==> config.mk <==
export PLATFORM = sky130hd
export DESIGN_NAME = dpbp_lane
export DESIGN_NICKNAME = d
export VERILOG_FILES = /design/src/hw/rtl/dpbp_pkg.sv /design/src/hw/rtl/dpbp_lane.sv
export SDC_FILE = /design/constraint.sdc
export NUM_CORES = 2
export LEC_CHECK = 0
export BUFFER_PORTS_ARGS = -buffer_cell sky130_fd_sc_hd__buf_2
export CAP_MARGIN = 40
export CORE_MARGIN = 4
export CORE_UTILIZATION = 39
export DETAILED_ROUTE_END_ITERATION = 10
export PLACE_DENSITY = 0.62
export SLEW_MARGIN = 30
export SYNTH_ARGS = -nofsm -noshare
export SYNTH_HDL_FRONTEND = slang
export SYNTH_SLANG_ARGS = --single-unit
==> constraint.sdc <==
create_clock -name clk_i -period 7.9 [get_ports clk_i]
set_clock_uncertainty 0.15 [all_clocks]
set_input_delay 0 -clock clk_i [delete_from_list [all_inputs] [get_ports clk_i]]
set_output_delay 0 -clock clk_i [all_outputs]
set_load 0.05 [all_outputs]
==> src/hw/rtl/dpbp_pkg.sv <==
// shared types and constants for the depth pixel back-projection block
package dpbp_pkg;

  localparam int unsigned DepthW  = 15;
  localparam int unsigned OffW    = 18;
  localparam int unsigned FocalW  = 24;
  localparam int unsigned CfgW    = 24;
  localparam int unsigned CfgIdxW = 3;

  localparam logic [CfgIdxW-1:0] CFG_MIN_DEPTH  = 3'd0;
  localparam logic [CfgIdxW-1:0] CFG_MAX_DEPTH  = 3'd1;
  localparam logic [CfgIdxW-1:0] CFG_CENTER_COL = 3'd2;
  localparam logic [CfgIdxW-1:0] CFG_CENTER_ROW = 3'd3;
  localparam logic [CfgIdxW-1:0] CFG_INV_FOCAL  = 3'd4;

  localparam logic [14:0] MIN_DEPTH_RST  = 15'd39;
  localparam logic [14:0] MAX_DEPTH_RST  = 15'd1280;
  localparam logic [16:0] CENTER_COL_RST = 17'd39450;
  localparam logic [15:0] CENTER_ROW_RST = 16'd30398;
  localparam logic [23:0] INV_FOCAL_RST  = 24'd66660;

  typedef struct packed {
    logic signed [15:0] depth_raw;
    logic        [7:0]  pixel_row;
    logic        [8:0]  pixel_col;
  } in_word_t;

  typedef struct packed {
    logic signed [15:0] point_x;
    logic signed [15:0] point_y;
    logic        [14:0] point_z;
    logic               clipped;
  } out_word_t;

  typedef struct packed {
    logic [14:0] min_depth;
    logic [14:0] max_depth;
    logic [16:0] center_col;
    logic [15:0] center_row;
    logic [23:0] inv_focal;
  } cfg_t;

  typedef struct packed {
    logic                   valid;
    logic signed [OffW-1:0] off_x;
    logic signed [OffW-1:0] off_y;
    logic [DepthW-1:0]      z;
  } front_t;

endpackage

==> src/hw/rtl/dpbp_lane.sv <==
// one coordinate lane: offset times depth times inverse focal, shift and saturate
module dpbp_lane import dpbp_pkg::*; (
  input  logic                   clk_i,
  input  logic signed [OffW-1:0] off_i,
  input  logic [DepthW-1:0]      z_i,
  input  logic [FocalW-1:0]      inv_focal_i,
  output logic signed [15:0]     coord_o,
  output logic                   sat_o
);

  logic signed [33:0] prod_q;
  logic signed [46:0] lo_q, hi_q;
  logic signed [58:0] sum;
  logic               ovf;
  logic signed [15:0] coord_d, coord_q;
  logic               sat_q;

  always_ff @(posedge clk_i) begin
    prod_q <= off_i * $signed({1'b0, z_i});
  end

  // split the focal factor in halves to keep each multiplier narrow
  always_ff @(posedge clk_i) begin
    lo_q <= prod_q * $signed({1'b0, inv_focal_i[11:0]});
    hi_q <= prod_q * $signed({1'b0, inv_focal_i[23:12]});
  end

  always_comb begin
    sum = $signed({hi_q, 12'b0}) + $signed({{12{lo_q[46]}}, lo_q});
    ovf = (sum[58:47] != {12{sum[47]}});
    if (ovf) begin
      coord_d = sum[58] ? 16'sh8000 : 16'sh7fff;
    end else begin
      coord_d = sum[47:32];
    end
  end

  always_ff @(posedge clk_i) begin
    coord_q <= coord_d;
    sat_q   <= ovf;
  end

  assign coord_o = coord_q;
  assign sat_o   = sat_q;

endmodule

==> results.yml <==
outcome:
  status: "finished clean"
clocking:
  cts.sink_count: 133
  htreeDepth: 4
  cts_buffers: 17
  cts.repair.resized: 0
  clk-insertion-delay-late_ps: 500
  clk_path_buf_depth: 2
  clk_pin_slew_ps: 80
  post_cts_buffers: 0
  cts_hold_buf: 4
  cts_tree: "yes"
  cts_root_buffer: "clkbuf_16"
sta:
  rsz0062_at_grt: "false"
  slew_violations: 0
  hold_viol: 0
  fmax_mhz: 143
  period_share_pct: 88.3
  slew_headroom_pct: 42.4
  setup_tns_ps: 0
  holdWs_ps: 74.8
  worstMarginPinSlew_ps: 863
  fin_crit_ps: 6980
  setup_viol: 0
grt:
  antenna_found_initial: 5
  use_met3_pct: 2.13
  busiest_layer: "met2"
  grt_pass1_vias: 33500
  met1_usage_pct: 24.6
  grt_usage_pct: 18.0
  gr-usage-met2_pct: 30.9
  grt_overflow: 0
  grt_max_degree: 35
  grt_pass1_wl_um: 171000
yosys:
  synth_area_um2: 43200
  ys_types: 80
  synth_compound_area_share_pct: 6.63
  synth_top_area_cell: "fa_1"
  syn_nets: 6271
  synthAdderAreaFrac_pct: 55.4
  yosysWarnings: 0
  seq_area_frac_synth_pct: 6.17
  synth_top_family_by_area: "adder cells"
  synth.avg_cell_area_um2: 8.82
  synthXorXnorAreaFrac_pct: 2.74
  synthSimpleGateAreaFrac_pct: 16.1
  async_flop_share_pct: 0
  synth_edf_count: 0
  synth_area_leaders: "fa_1 46%, inv_1 11%, ha_1 9.7%"
  synth-main-ff-cell: "dfxtp_1"
  synthMuxAreaShare_pct: 0.0261
  ys_ff_latch: 133
  synth_top_area_share_pct: 45.8
  synth_cells: 4893
worst_setup_path:
  cpMostUsedCell: "fa_1"
  crit_arrival_ps: 7250
  endpoint_kind: "flop"
  cp.required_ps: 8170
  critPathMaxStageDelay_ps: 810
  crit_path_top_delay_cell: "dfxtp_1"
  crit_type: "flop to flop"
  crit_path_start_kind: "flop"
  crit_path_cell_trace: "nand2_1 -> fa_1 -> inv_1 -> fa_1 -> fa_1 -> fa_1 -> inv_1 -> fa_1 -> inv_1 -> ha_1 -> and4_1 -> a221o_1 -> a211oi_1 -> o31ai_1 -> a21oi_1 -> o21ai_0 -> a21oi_1 -> o21a_1 -> o211ai_1 -> a21oi_1 -> xnor2_1"
  path_max_fanout: 18
place:
  routabilityCongestion: 0.846
  io_buffers: 74
  hpwl_um: 85100
  placed_cell_area_um2: 45000
drt:
  ant_nets: 0
  wirelength_um: 101000
  wl_per_cell_um: 15.9
  drt_iter0_markers: 1559
  first_pass_iters: 6
  post-route-drc-count: 0
  vias: 30500
  avgViaCountPerCell: 4.82
worst_hold_path:
  hp-class: "input port to flop"
final_layout:
  seq_area_um2: 2660
  layout.cells.most_common_list: "1,257 x inv_1, 987 x fa_1, 697 x nand2_1, 465 x and2_1, 333 x ha_1"
  final_common_cell: "inv_1"
  n_fill_cell: 10900
  layout.nets: 6220
  area_delta_synth_final_pct: 5.84
  drive_above_1_share_pct: 4.45
  multiInputGateArea_um2: 34900
  final_area_um2: 45700
die:
  placementRows: 121
  die-area_um2: 116000
  die-width_um: 341
  floorplan.initialDensity_pct: 39.5
  die_y_um: 341
  coreArea_um2: 109000
  ios: 75
run:
  maxCapViolCount: 0
## layout make-up
class	instances	area share [%]
diodes	1	0.00548
clock buffers	19	0.970
inverters	1257	10.3
flip-flops and latches	133	5.83
multi-input cells	3293	76.5
clock inverters	13	0.249
repair buffers	140	2.07
well taps	1476	4.04
## stage by stage
step	std cells	worst slack, ps	util, %
after global placement	6283	883	41.1
after global routing	6331	473	41.8
after detailed placement	6292	939	41.2
final	6332	921	41.8
after floorplan	4893	1990	-
after CTS	6328	881	41.7
## cell families after synthesis
kind of cell,Yosys count
and+or+nand+nor,1424
adders and majority gates,1320
DFF,133
AOI/OAI and AO/OA,414
muxes,1
xor gates and xnor gates,134
buffers and inverters,1467
## per-layer routing
metal | vias to the layer above | wire length (um)
li1 | 14300 | -
met1 | 15500 | 46700
met2 | 625 | 48100
met3 | 93 | 4220
met4 | 0 | 1720
met5 | - | 0
## flip-flops by register name, indices dropped and copies added, names as in the netlist
| name | flops |
|---|---|
| coord_o | 16 |
| hi_q | 47 |
| lo_q | 35 |
| prod_q | 34 |
| sat_o | 1 |
## synth_stat cells (17+ instances only)
master       n
inv_1     1257
fa_1       987
nand2_1    697
and2_1     465
ha_1       333
clkbuf_1   201
dfxtp_1    133
a21oi_1    120
xnor2_1    100
nor2_1      82
a21o_1      73
o21ai_0     65
xor2_1      33
nand3_1     32
or3_1       30
nor3_1      27
o21a_1      22
nand4_1     19
o21bai_1    17
## path summary, 6_finish.rpt
path | start | to | slack [ps] | cells after the start
min reg2reg | hi_q[46] | coord_o[15] | 670 | 5
max | prod_q[6] | hi_q[45] | 920 | 21
max reg2reg | prod_q[6] | hi_q[45] | 920 | 21
min | z_i[0] | prod_q[1] | 70 | 3
## worst max-delay path, delay by kind of cell (launching register included)
kind                       cells  cell delay (ps)
xor gates and xnor gates       1              130
and+or+nand+nor                2              400
DFF                            1              810
AOI/OAI and AO/OA              9             2350
adders and majority gates      6             2890
buffers and inverters          3              150
Power is left out: the tool's default activity adds up to more than one toggle a clock period on the data nets, which glitch-free logic cannot reach.
