File: config.mk
export PLATFORM = sky130hd
export DESIGN_NAME = dpbp_front
export DESIGN_NICKNAME = d
export VERILOG_FILES = /design/src/hw/rtl/dpbp_pkg.sv /design/src/hw/rtl/dpbp_front.sv
export SDC_FILE = /design/constraint.sdc
export NUM_CORES = 1
export LEC_CHECK = 0
export ABC_AREA = 1
export ABC_CLOCK_PERIOD_IN_PS = 1900
export BUFFER_PORTS_ARGS = -buffer_cell sky130_fd_sc_hd__buf_4
export CAP_MARGIN = 20
export CORE_MARGIN = 2
export CORE_UTILIZATION = 49
export CTS_CLUSTER_SIZE = 20
export DETAILED_ROUTE_END_ITERATION = 8
export GPL_ROUTABILITY_DRIVEN = 1
export PLACE_DENSITY = 0.86
export SETUP_SLACK_MARGIN = 0.5
export SKIP_LAST_GASP = 1
export SLEW_MARGIN = 40
export SYNTH_ARGS = -nofsm -noshare
export SYNTH_HDL_FRONTEND = slang
export SYNTH_SLANG_ARGS = --single-unit
File: constraint.sdc
create_clock -name clk_i -period 1.9 [get_ports clk_i]
set_clock_uncertainty 0.2 [all_clocks]
set_input_delay 0.475 -clock clk_i [delete_from_list [all_inputs] [get_ports clk_i]]
set_output_delay 0.475 -clock clk_i [all_outputs]
set_load 0.005 [all_outputs]
File: src/hw/rtl/dpbp_pkg.sv
// shared types and constants for the depth pixel back-projection block
package dpbp_pkg;

  localparam int unsigned DepthW  = 15;
  localparam int unsigned OffW    = 18;
  localparam int unsigned FocalW  = 24;
  localparam int unsigned CfgW    = 24;
  localparam int unsigned CfgIdxW = 3;

  localparam logic [CfgIdxW-1:0] CFG_MIN_DEPTH  = 3'd0;
  localparam logic [CfgIdxW-1:0] CFG_MAX_DEPTH  = 3'd1;
  localparam logic [CfgIdxW-1:0] CFG_CENTER_COL = 3'd2;
  localparam logic [CfgIdxW-1:0] CFG_CENTER_ROW = 3'd3;
  localparam logic [CfgIdxW-1:0] CFG_INV_FOCAL  = 3'd4;

  localparam logic [14:0] MIN_DEPTH_RST  = 15'd39;
  localparam logic [14:0] MAX_DEPTH_RST  = 15'd1280;
  localparam logic [16:0] CENTER_COL_RST = 17'd39450;
  localparam logic [15:0] CENTER_ROW_RST = 16'd30398;
  localparam logic [23:0] INV_FOCAL_RST  = 24'd66660;

  typedef struct packed {
    logic signed [15:0] depth_raw;
    logic        [7:0]  pixel_row;
    logic        [8:0]  pixel_col;
  } in_word_t;

  typedef struct packed {
    logic signed [15:0] point_x;
    logic signed [15:0] point_y;
    logic        [14:0] point_z;
    logic               clipped;
  } out_word_t;

  typedef struct packed {
    logic [14:0] min_depth;
    logic [14:0] max_depth;
    logic [16:0] center_col;
    logic [15:0] center_row;
    logic [23:0] inv_focal;
  } cfg_t;

  typedef struct packed {
    logic                   valid;
    logic signed [OffW-1:0] off_x;
    logic signed [OffW-1:0] off_y;
    logic [DepthW-1:0]      z;
  } front_t;

endpackage

File: src/hw/rtl/dpbp_front.sv
// first stage: frame and depth range check, principal point offsets
module dpbp_front import dpbp_pkg::*; #(
  parameter int unsigned FRAME_WIDTH  = 320,
  parameter int unsigned FRAME_HEIGHT = 240
) (
  input  logic     clk_i,
  input  logic     rst_ni,
  input  logic     accept_i,
  input  in_word_t word_i,
  input  cfg_t     cfg_i,
  output front_t   front_o
);

  logic                   keep;
  logic                   valid_q;
  logic signed [OffW-1:0] off_x_d, off_y_d, off_x_q, off_y_q;
  logic [DepthW-1:0]      z_q;

  always_comb begin
    keep = ({5'b0, word_i.pixel_row} < 13'(FRAME_HEIGHT))
        && ({4'b0, word_i.pixel_col} < 13'(FRAME_WIDTH))
        && (word_i.depth_raw >= $signed({1'b0, cfg_i.min_depth}))
        && (word_i.depth_raw <= $signed({1'b0, cfg_i.max_depth}));
    off_x_d = $signed({1'b0, word_i.pixel_col, 8'b0}) - $signed({1'b0, cfg_i.center_col});
    off_y_d = $signed({2'b0, word_i.pixel_row, 8'b0}) - $signed({2'b0, cfg_i.center_row});
  end

  always_ff @(posedge clk_i or negedge rst_ni) begin
    if (!rst_ni) begin
      valid_q <= 1'b0;
    end else begin
      valid_q <= accept_i && keep;
    end
  end

  always_ff @(posedge clk_i) begin
    off_x_q <= off_x_d;
    off_y_q <= off_y_d;
    z_q     <= word_i.depth_raw[DepthW-1:0];
  end

  assign front_o = '{valid: valid_q, off_x: off_x_q, off_y: off_y_q, z: z_q};

endmodule

==> flow_summary.toml, run 1 <==
[global_route]
busiest_layer = "met2"
antenna_found_initial = 0
use_met2_pct = 56.3
grt_pass1_vias = 3815
grt_overflow_total = 0
grt_util_met3_pct = 6.45
grt.total_usage_pct = 29.0
grt_util_met1_pct = 29.3
grt_pass1_wl_mm = 17.1
grt_max_degree = 17

[drt]
drt_wl_total_mm = 16.8
routed_via_density = 6.15
drc = 0
drtIter0Drc = 302
ant_nets = 0
vias = 4265
drt_first_pass_iters = 7
routedWlPerCell_um = 24.2

[cts]
htreeDepth = 2
numClockSinks = 51
cts_tree = "done"
cts_buffers = 5
cts_max_path_buffers = 2
root_buffer = "clkbuf_8"
clk_pin_slew_ps = 110

[timing]
worst_pin_slew_ps = 366
maxSlewHeadroom_pct = 75.3
hold_slack_ps = 68.1
clock.fmax_mhz = 559
period_needed_ps = 1790
slew_violations = 0
rsz0062_at_grt = "yes"
setup_viol = 0
hold_viol = 0
final.period_utilization_pct = 94.2

[placement]
hpwl_mm = 7.64
io_buffers = 150
place_congestion = 0.839

[setup_path]
crit_fanout = 2
required_ps = 1960
cp.arrival_ps = 1850
start_kind = "input pin"
crit_type = "input pin to register"
cp-end-kind = "register"

[synth]
ys_seq_area_share_pct = 31.4
synthCells = 430
synth-edff-count = 0
ys_async_sr_fraction_pct = 1.96
syn_avg_cell_area_um2 = 7.59
ys_ff_latch = 51
syn-cell-area_um2 = 3260
yosys_warnings = 0
syn_nets = 602
synth_top_area_share_pct = 30.7
synthTopCellsByArea = "dfxtp_1 31%, ha_1 19%, inv_1 10%"
synth_cell_types = 34
yosys.area.top_type = "dfxtp_1"
synth_top_cells_by_count = "90 x inv_1, 74 x nand2_1, 50 x dfxtp_1"
synth.most_common_cell = "inv_1"
ys.flop_type = "dfxtp_1"

[status]
status = "complete, no violations"

[finish]
drive_gt1_share_pct = 60.9
fillers = 163
antenna_cells = 0
synthToLayoutAreaGrowth_pct = 85.4
nets = 787

[pwr]
peakVddDrop_v = 0.000480
powerDensity_nw_per_um2 = 580
cellLeakagePower_nw = 2.91
total_power_mw = 3.51

[floorplanning]
dieWidth_um = 85.6
fp-row-count = 29
ios = 175
core_um2 = 6390
dieHeight_um = 85.6
die_area_um2 = 7330
initial_core_util_pct = 51.1

[worst_hold_path]
hold_class = "input pin to register"

[run]
maxCapViolCount = 0
sequential cells by signal, indices dropped and copies added, names as in the netlist:
signal / count
off_y_q: 17
z_q: 15
valid_q: 1
off_x_q: 18
worst max-delay path: stages:
cell and delay (ps):
buf_4 110, inv_1 90, ha_4 220, nand2_1 60, inv_1 40, o21ai_1 220
nand2_1 110, nor2_1 180, nand2_1 80, nand2_1 70, nand2_1 70, nor2_1 120
logic make-up (layout without fill, tap and decap cells):
logic type / after synthesis / in the layout / synth area share [%]
AO/OA/AOI/OAI: 54 / 54 / 10.2
adder cells (fa/ha/maj): 49 / 49 / 18.8
AND/OR/NAND/NOR: 155 / 155 / 22.0
buffers and inverters: 98 / 284 / 11.5
XOR/XNOR: 23 / 23 / 6.17
flip-flops: 51 / 51 / 31.4
placed cells by master, fill, tap and decap left out, drive strengths merged:
cell and n:
buf 179, inv 95, nand2 76, dfxtp 50, ha 49, nor2 33
nand3 30, a21oi 24, xor2 19, o21ai 16, nor3 8, nand4 6
clkbuf 5, xnor2 4, clkinvlp 3, a21o 3, a31oi 3, a21boi 2
nor4 2, o21bai 1, o221ai 1, o2111ai 1, a211oi 1, o211ai 1
a41oi 1, clkinv 1, dlygate4sd3 1, dfrtp 1
final timing paths:
| kind | from | end | slack (ps) | cells past startpoint |
|---|---|---|---|---|
| min in group asynchronous | rst_ni | valid_q | 280 | 2 |
| hold / removal | word_i[31] | z_q[14] | 70 | 1 |
| max in group asynchronous | rst_ni | valid_q | 1140 | 2 |
| setup / recovery | cfg_i[70] | valid_q | 110 | 12 |
power breakdown:
group | switching [mW] | internal [mW] | leakage [nW]
registers | 0.0615 | 1.20 | 0.436
clock network | 0.439 | 0.259 | 0.0402
logic | 0.780 | 0.769 | 2.44
cell type report:
cell class | count | area [um2] | area share (%)
multi-input cells | 281 | 2650 | 43.8
repair buffers | 180 | 1640 | 27.0
flip-flops and latches | 51 | 1070 | 17.7
inverters | 96 | 505 | 8.35
well taps | 77 | 96.3 | 1.59
clock buffers | 5 | 68.8 | 1.14
clock inverters | 3 | 20.0 | 0.331
metal layers:
layer  wire length [um]  part of all wire (%)
met5                  0                     0
met4               1530                   9.1
met3               1550                   9.2
met2               8240                    49
met1               5440                    32
per-stage QoR:
step | std cells | TNS [ps] | cell area, um2 | worst slack, ps | util [%]
final | 693 | 0 | 6050 | 110 | 94.8
after global routing | 693 | 0 | 6050 | 72.8 | 94.8
after CTS | 681 | 0 | 5550 | 351 | 86.9
after detailed placement | 656 | -14.4 | 5020 | -14.4 | 78.6
after global placement | 656 | 0 | 5020 | 35.2 | 78.6
after floorplan | 430 | 0 | 3800 | 253 | -
what timing repair did:
| item | in CTS | in global routing |
|---|---|---|
| endpoints found under the hold margin | 1 | 0 |
| pin swaps | 73 | 51 |
| endpoints found under the setup margin | 67 | 67 |
| hold buffers | 1 | 0 |
| resized for setup | 94 | 117 |
| buffers inserted | 16 | 12 |
(Power assumes the default switching activity.)
==> run 2, diff against run 1 <==
- ABC_CLOCK_PERIOD_IN_PS: 1900 -> 2100
- RECOVER_POWER: unset -> 25
- clock period: 1.9 -> 2.1 ns (I/O delays scaled with it)
==> run 2 against run 1 <==
Count of clock-buffer cells in the layout unchanged. Sequential share of layout area is 1.1 points higher. Wire length is 37% lower. Critical path type unchanged. Critical path depth fell by 2. Clock power rose by 18%. Global-route usage is 5.5 points lower. First-iteration DRC count decreased by 79%. Cell count shrank 1.9%. Worst hold slack improved by 76 ps. Highest routed layer unchanged.
==> flow_summary.toml, run 2 (same netlist as run 1, synthesis figures left out) <==
[drt]
drt_wl_total_mm = 10.6
routed_via_density = 5.19
drc = 0
routedWlPerCell_um = 15.6
drtIter0Drc = 63
drt_first_pass_iters = 4
vias = 3530
ant_nets = 0

[setup_path]
start_kind = "input pin"
crit_fanout = 3
crit_type = "input pin to register"
cp-end-kind = "register"
required_ps = 2110
cp.arrival_ps = 1820

[worst_hold_path]
hold_class = "input pin to register"

[timing]
setup_tns_ps = 0
setup_viol = 0
worst_pin_slew_ps = 370
hold_slack_ps = 145
final.period_utilization_pct = 86.3
period_needed_ps = 1810
hold_viol = 0
maxSlewHeadroom_pct = 75.2
clock.fmax_mhz = 552
slew_violations = 0
rsz0062_at_grt = "yes"

[pwr]
p_int_mw = 2.10
clockPowerShare_pct = 27.4
powerDensity_nw_per_um2 = 551
seq_power_share_pct = 36.7
p_sw_share_pct = 30.3
switchingPower_mw = 0.911
peakVddDrop_v = 0.000412
pwr-share-comb_pct = 35.9
total_power_mw = 3.01
cellLeakagePower_nw = 2.69

[finish]
fillers = 365
synthToLayoutAreaGrowth_pct = 67.3
fin_area_um2 = 5460
mostFrequentLayoutCell = "buf_4"
drive_gt1_share_pct = 46.9
most-common-layout-cells = "139 x buf_4, 67 x inv_1, 63 x nand2_1"
regMostFlops = "off_x_q"
antenna_cells = 0
fin_cells = 680
reg.largest.list = "off_x_q: 18 flops, off_y_q: 17 flops, z_q: 15 flops"
largest_register_ffs = 18
nets = 774

[global_route]
grt.total_usage_pct = 23.5
grt_overflow_total = 0
grt_max_degree = 17
antenna_found_initial = 0
grt_pass1_vias = 3211
grt_pass1_wl_mm = 14.0

[placement]
dpl.cell_count = 655
hpwl_mm = 7.41
postPlaceCellArea_um2 = 4950
io_buffers = 150
place_congestion = 0.860

[status]
status = "complete, no violations"

[floorplanning]
dieWidth_um = 85.6
die_area_um2 = 7330
ios = 175
fp-row-count = 29
dieHeight_um = 85.6
initial_core_util_pct = 51.1
core_um2 = 6390

[cts]
cts_max_path_buffers = 2
htreeDepth = 2
clk_pin_slew_ps = 100
cts_buffers = 5
root_buffer = "clkbuf_8"
numClockSinks = 51
cts_tree = "done"

[run]
maxCapViolCount = 0
[run 2: per-layer routing]
layer / track usage (%) / up-vias / wire [um] / part of all wire (%)
met2: 44.4 / 152 / 5700 / 54
li1: - / 1717 / - / -
met5: 0 / - / 0 / 0
met3: 4.91 / 38 / 715 / 6.7
met1: 26.3 / 1623 / 3840 / 36
met4: 6.78 / 0 / 393 / 3.7
[run 2: repair_timing]
| action | 4_1_cts | 5_1_grt |
|---|---|---|
| cloned | 0 | 0 |
| hold buffers | 1 | 0 |
| resized for setup | 1 | 76 |
| endpoints found under the setup margin | 3 | 10 |
| hold endpoints to repair | 1 | 0 |
| buffers inserted | 2 | 14 |
| pin swaps | 2 | 52 |
[run 2: final timing paths]
kind	slack, ps	end	from	cells past startpoint
hold / removal	140	off_y_q[0]	cfg_i[24]	1
max in group asynchronous	1250	valid_q	rst_ni	2
min in group asynchronous	370	valid_q	rst_ni	2
setup / recovery	290	off_x_q[14]	cfg_i[40]	10
[run 2: worst max-delay path, stage by stage]
cell,delay (ps)
clkbuf_1,150
clkinvlp_2,170
ha_1,270
nand3_4,90
nor2_4,50
buf_4,130
buf_4,120
nand3_1,70
nand2_1,80
xor2_1,150
[run 2: area by class of cell]
type                       instances  area (um2)  area share [%]
clock buffer                       5        68.8            1.26
clock inverter                     3        67.6            1.24
inverter                          96         447            8.18
multi-input combinational        281        2530            46.3
sequential                        51        1030            18.8
tap                               77        96.3            1.76
timing repair buffer             167        1230            22.5
[run 2: through the flow]
| stage | worst slack [ps] | utilization, % |
|---|---|---|
| 2_1_floorplan | 403 | - |
| 6_report | 288 | 85.5 |
| 5_1_grt | 234 | 85.5 |
| 3_3_place_gp | 165 | 77.5 |
| 4_1_cts | 482 | 80.1 |
| 3_5_place_dp | 111 | 77.5 |
[run 2: power groups by stage]
stage | logic (mW) | registers [mW] | clock network, mW
floorplan | 0.487 | 1.14 | 0
global placement | 0.921 | 1.12 | 0
detailed placement | 0.948 | 1.12 | 0
CTS | 0.960 | 1.10 | 0.836
global route | 1.17 | 1.11 | 0.865
finish | 1.08 | 1.10 | 0.825
==> run 3, diff against run 2 <==
- ABC_AREA: 1 -> unset
- CORE_UTILIZATION: 49 -> 47
==> run 3 against run 2 <==
Total power about the same. Combinational power increased by 15%. Sequential share of layout area decreased by 0.13 points. Maximum frequency decreased by 16%. Critical path depth decreased by 1. Wire length increased by 42%. Flip-flop and latch count unchanged. The run now ends with setup timing left. Non-clock buffer count increased by 48. Clock power decreased by 21%. Critical path type unchanged. Global-route usage increased by 6.3 points.
==> flow_summary.toml, run 3 <==
[synth]
synthCells = 315
ys_async_sr_fraction_pct = 1.96
yosys_warnings = 0
synth_top_area_share_pct = 34.9
yosys.area.top_type = "dfxtp_1"
synth.most_common_cell = "inv_1"
ys_ff_latch = 51
syn_nets = 487
synthTopCellsByArea = "dfxtp_1 35%, ha_1 21%, inv_1 7.2%"
synth_top_cells_by_count = "55 x inv_1, 50 x dfxtp_1, 49 x ha_1"
ys_seq_area_share_pct = 35.8
synth-edff-count = 0
synth_cell_types = 43
syn-cell-area_um2 = 2870
syn_avg_cell_area_um2 = 9.11
ys.flop_type = "dfxtp_1"

[timing]
layout_setup_ws_ps = -62.4
hold_viol = 0
slew_violations = 0
maxSlewHeadroom_pct = 68.1
clock.fmax_mhz = 462
setup_viol = 3
period_needed_ps = 2160
rsz0062_at_grt = "yes"
final.period_utilization_pct = 103
worst_pin_slew_ps = 477

[floorplanning]
dieWidth_um = 82.1
initial_core_util_pct = 48.5
core_um2 = 5920
fp-row-count = 28
dieHeight_um = 82.1
ios = 175
die_area_um2 = 6750

[setup_path]
cp-end-kind = "register"
crit_type = "input pin to register"
critPathSlowestCell = "xor2_1"
cp.arrival_ps = 2160
start_kind = "input pin"
max_stage_delay_ps = 290
crit_path_frequent_cell = "o21ai_2"
cpLargestDelayFamily = "compound AO/OA/AOI/OAI gates"
cp_num_buf_inv = 2
crit_chain = "buf_8 > inv_12 > ha_4 > nor3b_4 > a31oi_4 > o21ai_2 > nand2_1 > o21ai_2 > xor2_1"
crit_fanout = 3
required_ps = 2100

[drt]
drtIter0Drc = 281
drc = 0
ant_nets = 0
wl_met1_mm = 4.61
vias = 3706
drt_wl_total_mm = 15.1
routed_via_density = 6.07
top_layer = "met4"
wl_met2_mm = 7.64
routedWlPerCell_um = 24.7
route.met3.wl_mm = 1.42
drt_first_pass_iters = 5

[cts]
clk_pin_slew_ps = 100
htreeDepth = 2
cts_buffers = 5
numClockSinks = 51
root_buffer = "clkbuf_8"
cts_max_path_buffers = 2
cts_tree = "done"

[worst_hold_path]
hold_end = "z_q[1]"
hold_depth = 1
worstHoldStart = "word_i[18]"
hold_class = "input pin to register"

[placement]
io_buffers = 150
dpl.cell_count = 572
place_congestion = 0.880
hpwl_mm = 6.90
pre_cts_slack_ps = -335

[finish]
most-common-layout-cells = "160 x buf_4, 50 x dfxtp_1, 45 x inv_1"
largest_register_ffs = 18
mostFrequentLayoutCell = "buf_4"
regMostFlops = "off_x_q"
nets = 707
reg.largest.list = "off_x_q: 18 flops, off_y_q: 17 flops, z_q: 15 flops"
antenna_cells = 0
fin_cells = 611
drive_gt1_share_pct = 55.0
fillers = 190
synthToLayoutAreaGrowth_pct = 91.7

[global_route]
grt_overflow_total = 0
grt_pass1_vias = 3362
antenna_found_initial = 0
grt.total_usage_pct = 29.8
grt_max_degree = 16
grt_pass1_wl_mm = 15.2

[run]
maxCapViolCount = 0

[status]
violations = "setup timing"
status = "complete, but fails checks"

[pwr]
powerDensity_nw_per_um2 = 547
cellLeakagePower_nw = 2.65
peakVddDrop_v = 0.000424
-- run 3: power breakdown --
part	total, mW	switching, mW	leakage, nW	internal [mW]
registers	1.12	0.0447	0.436	1.08
logic	1.24	0.585	2.17	0.653
clock network	0.648	0.347	0.0505	0.301
-- run 3: layout make-up --
cell class / instances / area (um2) / share of cell area, %
Tap cell: 75 / 93.8 / 1.71
Timing Repair Buffer: 215 / 1710 / 31.1
Sequential cell: 51 / 1030 / 18.7
Clock inverter: 1 / 7.51 / 0.137
Inverter: 55 / 264 / 4.80
Clock buffer: 7 / 96.3 / 1.75
Multi-Input combinational cell: 207 / 2300 / 41.8
-- run 3: worst max path at each step --
stage              start     endpoint  slack [ps]  cells after the start
2_1_floorplan  cfg_i[45]  off_x_q[16]          -3                      6
3_3_place_gp   cfg_i[45]  off_x_q[16]        -270                      7
3_5_place_dp   cfg_i[45]  off_x_q[16]        -330                      7
4_1_cts        cfg_i[44]  off_x_q[16]          90                      7
5_1_grt        word_i[0]  off_x_q[16]        -210                      8
6_report       cfg_i[32]  off_y_q[15]         -60                      9
-- run 3: layer usage --
metal / GRT usage, % / vias to the layer above
met3: 5.76 / 141
met5: 0 / -
met4: 20.0 / 0
met1: 27.9 / 1711
li1: - / 1514
met2: 57.6 / 340
-- run 3: through the flow --
step | hold WS [ps] | TNS [ps] | power (mW) | area (um2) | utilization (%)
3_5_place_dp | 103 | -1350 | 2.02 | 4610 | 77.9
3_3_place_gp | 104 | -938 | 1.98 | 4610 | 77.9
5_1_grt | 171 | -345 | 3.11 | 5500 | 92.9
6_report | 177 | -148 | 3.01 | 5500 | 92.9
2_1_floorplan | 29.4 | -3.46 | 1.53 | 3150 | -
4_1_cts | 128 | 0 | 2.72 | 5100 | 86.1
-- run 3: kinds of logic (layout without fill, tap and decap cells) --
group                    Yosys count  count (layout)  synth area share [%]
AO/OA/AOI/OAI                     64              64                  14.5
XOR/XNOR                          27              27                  8.50
adder cells (fa/ha/maj)           49              49                  21.4
buffers and inverters             57             278                  7.72
flip-flops                        51              51                  35.8
AND/OR/NAND/NOR                   67              67                  12.2
-- run 3: what timing repair did --
action | 4_1_cts | 5_1_grt
resized for setup | 51 | 67
cloned | 0 | 0
setup buffers | 15 | 15
hold buffers | 1 | 0
pin swaps | 37 | 39
endpoints found under the setup margin | 17 | 22
endpoints found under the hold margin | 1 | 0
